File: config.mk
export PLATFORM = sky130hd
export DESIGN_NAME = lpht_ctrl
export DESIGN_NICKNAME = d
export VERILOG_FILES = /design/src/sv/lpht_pkg.sv /design/src/sv/lpht_ctrl.sv
export SDC_FILE = /design/constraint.sdc
export NUM_CORES = 1
export LEC_CHECK = 0
export ABC_CLOCK_PERIOD_IN_PS = 1480
export CAP_MARGIN = 15
export CORE_AREA = 2 2 39 41
export CTS_CLUSTER_SIZE = 12
export DETAILED_ROUTE_END_ITERATION = 8
export DIE_AREA = 0 0 41 43
export DONT_BUFFER_PORTS = 1
export PLACE_DENSITY_LB_ADDON = 0.3
export SYNTH_ARGS = -nofsm -noshare
export SYNTH_HDL_FRONTEND = slang
export SYNTH_SLANG_ARGS = --single-unit
File: constraint.sdc
create_clock -name clk -period 1.48 [get_ports clk]
set_clock_uncertainty 0.2 [all_clocks]
set_input_delay 0.074 -clock clk [delete_from_list [all_inputs] [get_ports clk]]
set_output_delay 0.074 -clock clk [all_outputs]
set_load 0.05 [all_outputs]
File: src/sv/lpht_pkg.sv
// Shared types, codes and defaults for the linear probing hash table.
// No dependencies; every other file imports this package.
package lpht_pkg;

    // Default sizing, handed to the top-level parameters.
    localparam int unsigned DEF_TABLE_DEPTH  = 1024;
    localparam int unsigned DEF_KEY_BITS     = 20;
    localparam int unsigned DEF_PAYLOAD_BITS = 32;

    // Fixed port field widths.
    localparam int unsigned KEY_W    = 20;
    localparam int unsigned PAY_W    = 32;
    localparam int unsigned STATUS_W = 3;
    localparam int unsigned SLOT_W   = 10;
    localparam int unsigned DATA_W   = 32;

    // Request kinds.
    localparam logic REQ_INSERT = 1'b0;
    localparam logic REQ_LOOKUP = 1'b1;

    // Response status codes.
    localparam logic [STATUS_W-1:0] ST_INSERTED  = 3'd0;
    localparam logic [STATUS_W-1:0] ST_DUPLICATE = 3'd1;
    localparam logic [STATUS_W-1:0] ST_FULL      = 3'd2;
    localparam logic [STATUS_W-1:0] ST_FOUND     = 3'd3;
    localparam logic [STATUS_W-1:0] ST_NOT_FOUND = 3'd4;

    typedef struct packed {
        logic             req_type;
        logic [KEY_W-1:0] key;
        logic [PAY_W-1:0] payload;
    } lpht_req_t;

    typedef struct packed {
        logic [STATUS_W-1:0] status;
        logic [SLOT_W-1:0]   slot;
        logic [DATA_W-1:0]   data_out;
    } lpht_rsp_t;

    // Commands from the controller to the datapath.
    typedef struct packed {
        logic clr_step;
        logic load;
        logic mod_step;
        logic probe_start;
        logic probe_step;
        logic finish;
        logic out_load;
    } lpht_cmd_t;

    // Status from the datapath to the controller.
    typedef struct packed {
        logic clr_last;
        logic mod_done;
        logic probe_stop;
        logic probe_last;
    } lpht_sts_t;

endpackage

File: src/sv/lpht_ctrl.sv
// Controller of the hash table: clearing pass, request sequencing and the
// response valid flag. Uses lpht_pkg.
module lpht_ctrl
    import lpht_pkg::*;
(
    input  logic      clk,
    input  logic      rst_n,
    input  logic      req_valid,
    output logic      req_ready,
    output logic      rsp_valid,
    input  logic      rsp_ready,
    input  lpht_sts_t sts,
    output lpht_cmd_t cmd
);

    localparam logic [2:0] S_CLEAR = 3'd0;
    localparam logic [2:0] S_IDLE  = 3'd1;
    localparam logic [2:0] S_MOD   = 3'd2;
    localparam logic [2:0] S_START = 3'd3;
    localparam logic [2:0] S_PROBE = 3'd4;
    localparam logic [2:0] S_DONE  = 3'd5;

    logic [2:0] state_reg, state_next;
    logic       rsp_valid_reg, rsp_valid_next;
    logic       out_free;

    assign out_free  = !rsp_valid_reg || rsp_ready;
    assign req_ready = (state_reg == S_IDLE);
    assign rsp_valid = rsp_valid_reg;

    always_comb
    begin
        state_next = state_reg;
        cmd        = '0;
        unique case (state_reg)
            S_CLEAR:
            begin
                cmd.clr_step = 1'b1;
                if (sts.clr_last)
                begin
                    state_next = S_IDLE;
                end
            end
            S_IDLE:
            begin
                if (req_valid)
                begin
                    cmd.load   = 1'b1;
                    state_next = S_MOD;
                end
            end
            S_MOD:
            begin
                cmd.mod_step = 1'b1;
                if (sts.mod_done)
                begin
                    state_next = S_START;
                end
            end
            S_START:
            begin
                cmd.probe_start = 1'b1;
                state_next      = S_PROBE;
            end
            S_PROBE:
            begin
                if (sts.probe_stop || sts.probe_last)
                begin
                    cmd.finish = 1'b1;
                    state_next = S_DONE;
                end
                else
                begin
                    cmd.probe_step = 1'b1;
                end
            end
            S_DONE:
            begin
                if (out_free)
                begin
                    cmd.out_load = 1'b1;
                    state_next   = S_IDLE;
                end
            end
            default:
            begin
                state_next = S_CLEAR;
            end
        endcase
    end

    always_comb
    begin
        rsp_valid_next = rsp_valid_reg;
        if (rsp_valid_reg && rsp_ready)
        begin
            rsp_valid_next = 1'b0;
        end
        if (cmd.out_load)
        begin
            rsp_valid_next = 1'b1;
        end
    end

    always_ff @(posedge clk or negedge rst_n)
    begin
        if (!rst_n)
        begin
            state_reg     <= S_CLEAR;
            rsp_valid_reg <= 1'b0;
        end
        else
        begin
            state_reg     <= state_next;
            rsp_valid_reg <= rsp_valid_next;
        end
    end

endmodule

-- Yosys cells after proc, flatten, opt, wreduce, memory -nomap -nowiden
Cells that the tools add are included.
Widths: inputs -> output; s select.
- bits in registers: 4
- bits in writable memories: 0
- memories: 0
- logic and storage cells: 37
- bits of input ports: 8
- memory bits (read-only): 0
- output and inout port bits: 9
- bits in latches: 0
- $mul: 0
- shift-type cells: 0
- muxes and demuxes: 18
- $add $sub $neg: 0
- reduce and logical (&&, ||, !) cells: 7
- div/mod/pow operators: 0
- eq/ne operators: 10
- bitwise operators: 0
- order comparisons: 0
- operators with widths (cell ; count):
    $pmux 3 s6 ; 1
    $mux 3 ; 5
    $mux 1 ; 11
    $ne 2x2->1 const B ; 5
    $eq 3x2->1 const B ; 2
    $eq 3x3->1 const B ; 2
    $reduce_and 5->1 ; 1
    $eq 3x1->1 const B ; 1
    $logic_not 3->1 ; 1
    $logic_or 1x1->1 ; 2
    $mux 2 ; 1
    $reduce_bool 2->1 ; 1
    $logic_and 1x1->1 ; 1
    $logic_not 1->1 ; 1

-- Logic depth before layout (Yosys ltp)
- depth in word-level cells: 5
- gate-level depth with buffers: 4
- mapped depth without buffers: 3

-- Least setup slack after synthesis
OpenSTA, ideal clock, no wires.
- path type: flip-flop to output port
- start: register state_reg[1]
- end: output port cmd[2] in the netlist's numbering
- slack: -0.927 ns
- data arrival time: 2.133 ns
- cell stages (with the launch flop): 4
- path through: dfrtp_1 buf_2 nand2b_2 nor4_1
- RTL lines (element ; RTL line ; RTL):
    start, declared ; lpht_ctrl.sv:23 ; logic [2:0] state_reg, state_next;
    start signal, assigned ; lpht_ctrl.sv:114 ; state_reg <= state_next;
    end, declared ; lpht_ctrl.sv:13 ; output lpht_cmd_t cmd

==> summary.txt <==
Status
  – Status: completed

Synthesis
  – Synthesis Warnings: 0
  – Syn Area/Cell: 8.56 µm²
  – Post-synthesis cell type count: 19
  – Number of flops mapped to enable cells by yosys: 0
  – Most used DFF post-synth: dfrtp_1
  – Post-synthesis sequential area ratio: 0.365
  – Cell count after synthesis: 32
  – Asr flop ratio synth: 1.00
  – #FFs+latches synth: 4
  – Syn Std Cell Area: 274 µm²
  – Syn_nets: 40

Place
  – Placed insts: 54
  – Hpwl dp: 521 µm
  – Placed instance area: 374 µm²
  – Port bufs: 0
  – Placer Congestion: 0.652

Critical path
  – Critical path arrival: 1200 ps
  – Setup crit end kind: output port
  – Critical Path RT: 1210 ps
  – Critical path startpoint category: flop
  – Worst Setup Path Type: reg -> out
  – Crit-path max FO: 9

Hold path
  – Worst hold-check path type: in -> reg

Clock tree
  – CTS root buf: clkbuf_4
  – H-Tree Depth: 1
  – TritonCTS buffer count: 3
  – Clk sink count: 4
  – Max clock buf depth: 2
  – Clk slew on worst S/H paths: 40 ps
  – Skew-Pair Late Insertion Delay: 230 ps
  – CTS tree: built

Drt
  – WL per Instance: 10.5 µm
  – Via count: 296
  – DR vias/cell: 4.42
  – Final wirelength: 702 µm
  – Detail Route Antenna Nets: 0
  – Initial DRC Count: 1
  – DRC viols: 0
  – Drt first pass iters: 3

GRT
  – Antenna violations before repair: 0
  – Largest net degree at the start of global routing: 10
  – Vias in the first global route: 294
  – Grt total ovfl: 0
  – First-pass GRT wire length: 1.03 mm
  – GRT Total Usage: 0.0888

STA
  – Actual slew at the worst max-slew pin: 346 ps
  – Pins over their slew limit: 0
  – Final hold viol count: 0
  – RSZ-0062 raised after global routing: true
  – Fmax: 680 MHz
  – Final min period: 1470 ps
  – TNS Setup: 0 ps
  – Setup violators final: 0
  – Period utilization: 0.994
  – Worst hold margin: 33.2 ps
  – Max-Slew Margin vs Limit: 0.763

Cells and area
  – Post-Layout Inst Area: 533 µm²
  – Nets: 61
  – # diodes: 0
  – Area growth syn-to-layout: 94.5%
  – Layout Cells excl Fill: 67
  – Max reg flops: 3
  – Fraction of layout cells with a size suffix above 1: 0.608

Floorplan
  – Die Span X: 41 µm
  – Vert. Die Dim: 43 µm
  – Row count: 14
  – IO Pins: 17
  – Core area: 0.00138 mm²
  – Die area: 0.00176 mm²
  – Initial Util: 0.198

Power
  – Static Leakage: 0.239 nW
  – Max rail drop VDD: 1.00 mV
  – Pwr Density: 2440 mW/mm²

Job
  – Max cap viols: 0
==> final cells by class <==
cell class | count | area (µm²)
Tap cell | 16 | 20.0
Fill cell | 154 | 851
Sequential cell | 4 | 104
Clock buffer | 3 | 22.5
Timing Repair Buffer | 20 | 194
Multi-Input combinational cell | 24 | 193
==> cell usage in the layout, fill, tap and decap left out <==
cell type / n
nor2_1: 4
nand2_1: 2
nand3b_1: 1
a2111oi_0: 1
nor4_2: 1
buf_6: 7
nand2b_1: 1
mux2_2: 1
nor2b_1: 1
dlygate4sd3_1: 7
dfrtp_2: 3
nand2_2: 1
clkbuf_4: 3
dfrtp_1: 1
nor3_4: 1
or2_2: 1
nor3b_2: 2
nand2b_4: 1
a211o_1: 1
a21oi_1: 1
buf_4: 6
nor3_2: 3
nor2_2: 1
==> worst max-delay path, stage by stage, from the launching register on <==
cell      delay (ps)
dfrtp_2          490
nand3b_1         140
nor2b_1          160
buf_6            170
==> cell usage after synthesis (2+ instances only) <==
cell	number	area, µm²
nor3b_1	2	15.0
nor2_1	5	18.8
nor3_1	3	15.0
buf_2	2	10.0
dfrtp_1	4	100
nand2_1	3	11.3
==> metal layers <==
layer | global-route usage | up-vias | routed length, µm
met4 | 0.0400 | 0 | 0
met5 | 0 | - | 0
met3 | 0.0471 | 0 | 37
met1 | 0.0817 | 141 | 273
li1 | - | 148 | -
met2 | 0.150 | 7 | 391
==> through the flow <==
stage	power (W)	worst slack (ps)	utilization
2_1_floorplan	0.000847	-361	-
3_3_place_gp	0.000983	86.6	0.270
3_5_place_dp	0.000994	50.3	0.270
4_1_cts	0.00125	-0.748	0.365
5_1_grt	0.00138	-47.6	0.385
6_report	0.00130	9.29	0.385
==> path summary, 6_finish.rpt <==
path | to | cells after the start | slack (ps) | from
max | cmd[0] | 3 | 9 | state_reg[2]$_DFFE_PN0P_
min | state_reg[0]$_DFFE_PN0P_ | 3 | 30 | sts[3]
max reg2reg | state_reg[0]$_DFFE_PN0P_ | 4 | 50 | state_reg[0]$_DFFE_PN0P_
min reg2reg | rsp_valid$_DFFE_PN0P_ | 2 | 330 | rsp_valid$_DFFE_PN0P_
max in group asynchronous | state_reg[1]$_DFFE_PN0P_ | 2 | 460 | rst_n
min in group asynchronous | rsp_valid$_DFFE_PN0P_ | 2 | 440 | rst_n
==> power by group <==
part | internal (W) | switching [W] | total, W | leakage, nW
clock | 0.0000903 | 0.0000398 | 0.000130 | 0.0138
combinational | 0.000380 | 0.000527 | 0.000907 | 0.177
sequential | 0.000167 | 0.0000967 | 0.000264 | 0.0478
total | 0.000637 | 0.000663 | 0.00130 | 0.239
==> cells by family after synthesis <==
| group | Yosys count | synth area share |
|---|---|---|
| buf+inv | 4 | 0.105 |
| flops | 4 | 0.365 |
| mux | 1 | 0.0411 |
| simple gates | 20 | 0.406 |
| compound gates | 3 | 0.0822 |
==> timing repair <==
item                                   in CTS  in global routing
hold buffers                                7                  0
buffers inserted                            3                  0
setup endpoints to repair                   8                  8
resized for setup                           7                  7
pin swaps                                   1                  0
endpoints found under the hold margin       7                  0
Power figures use the tool's default switching activity.
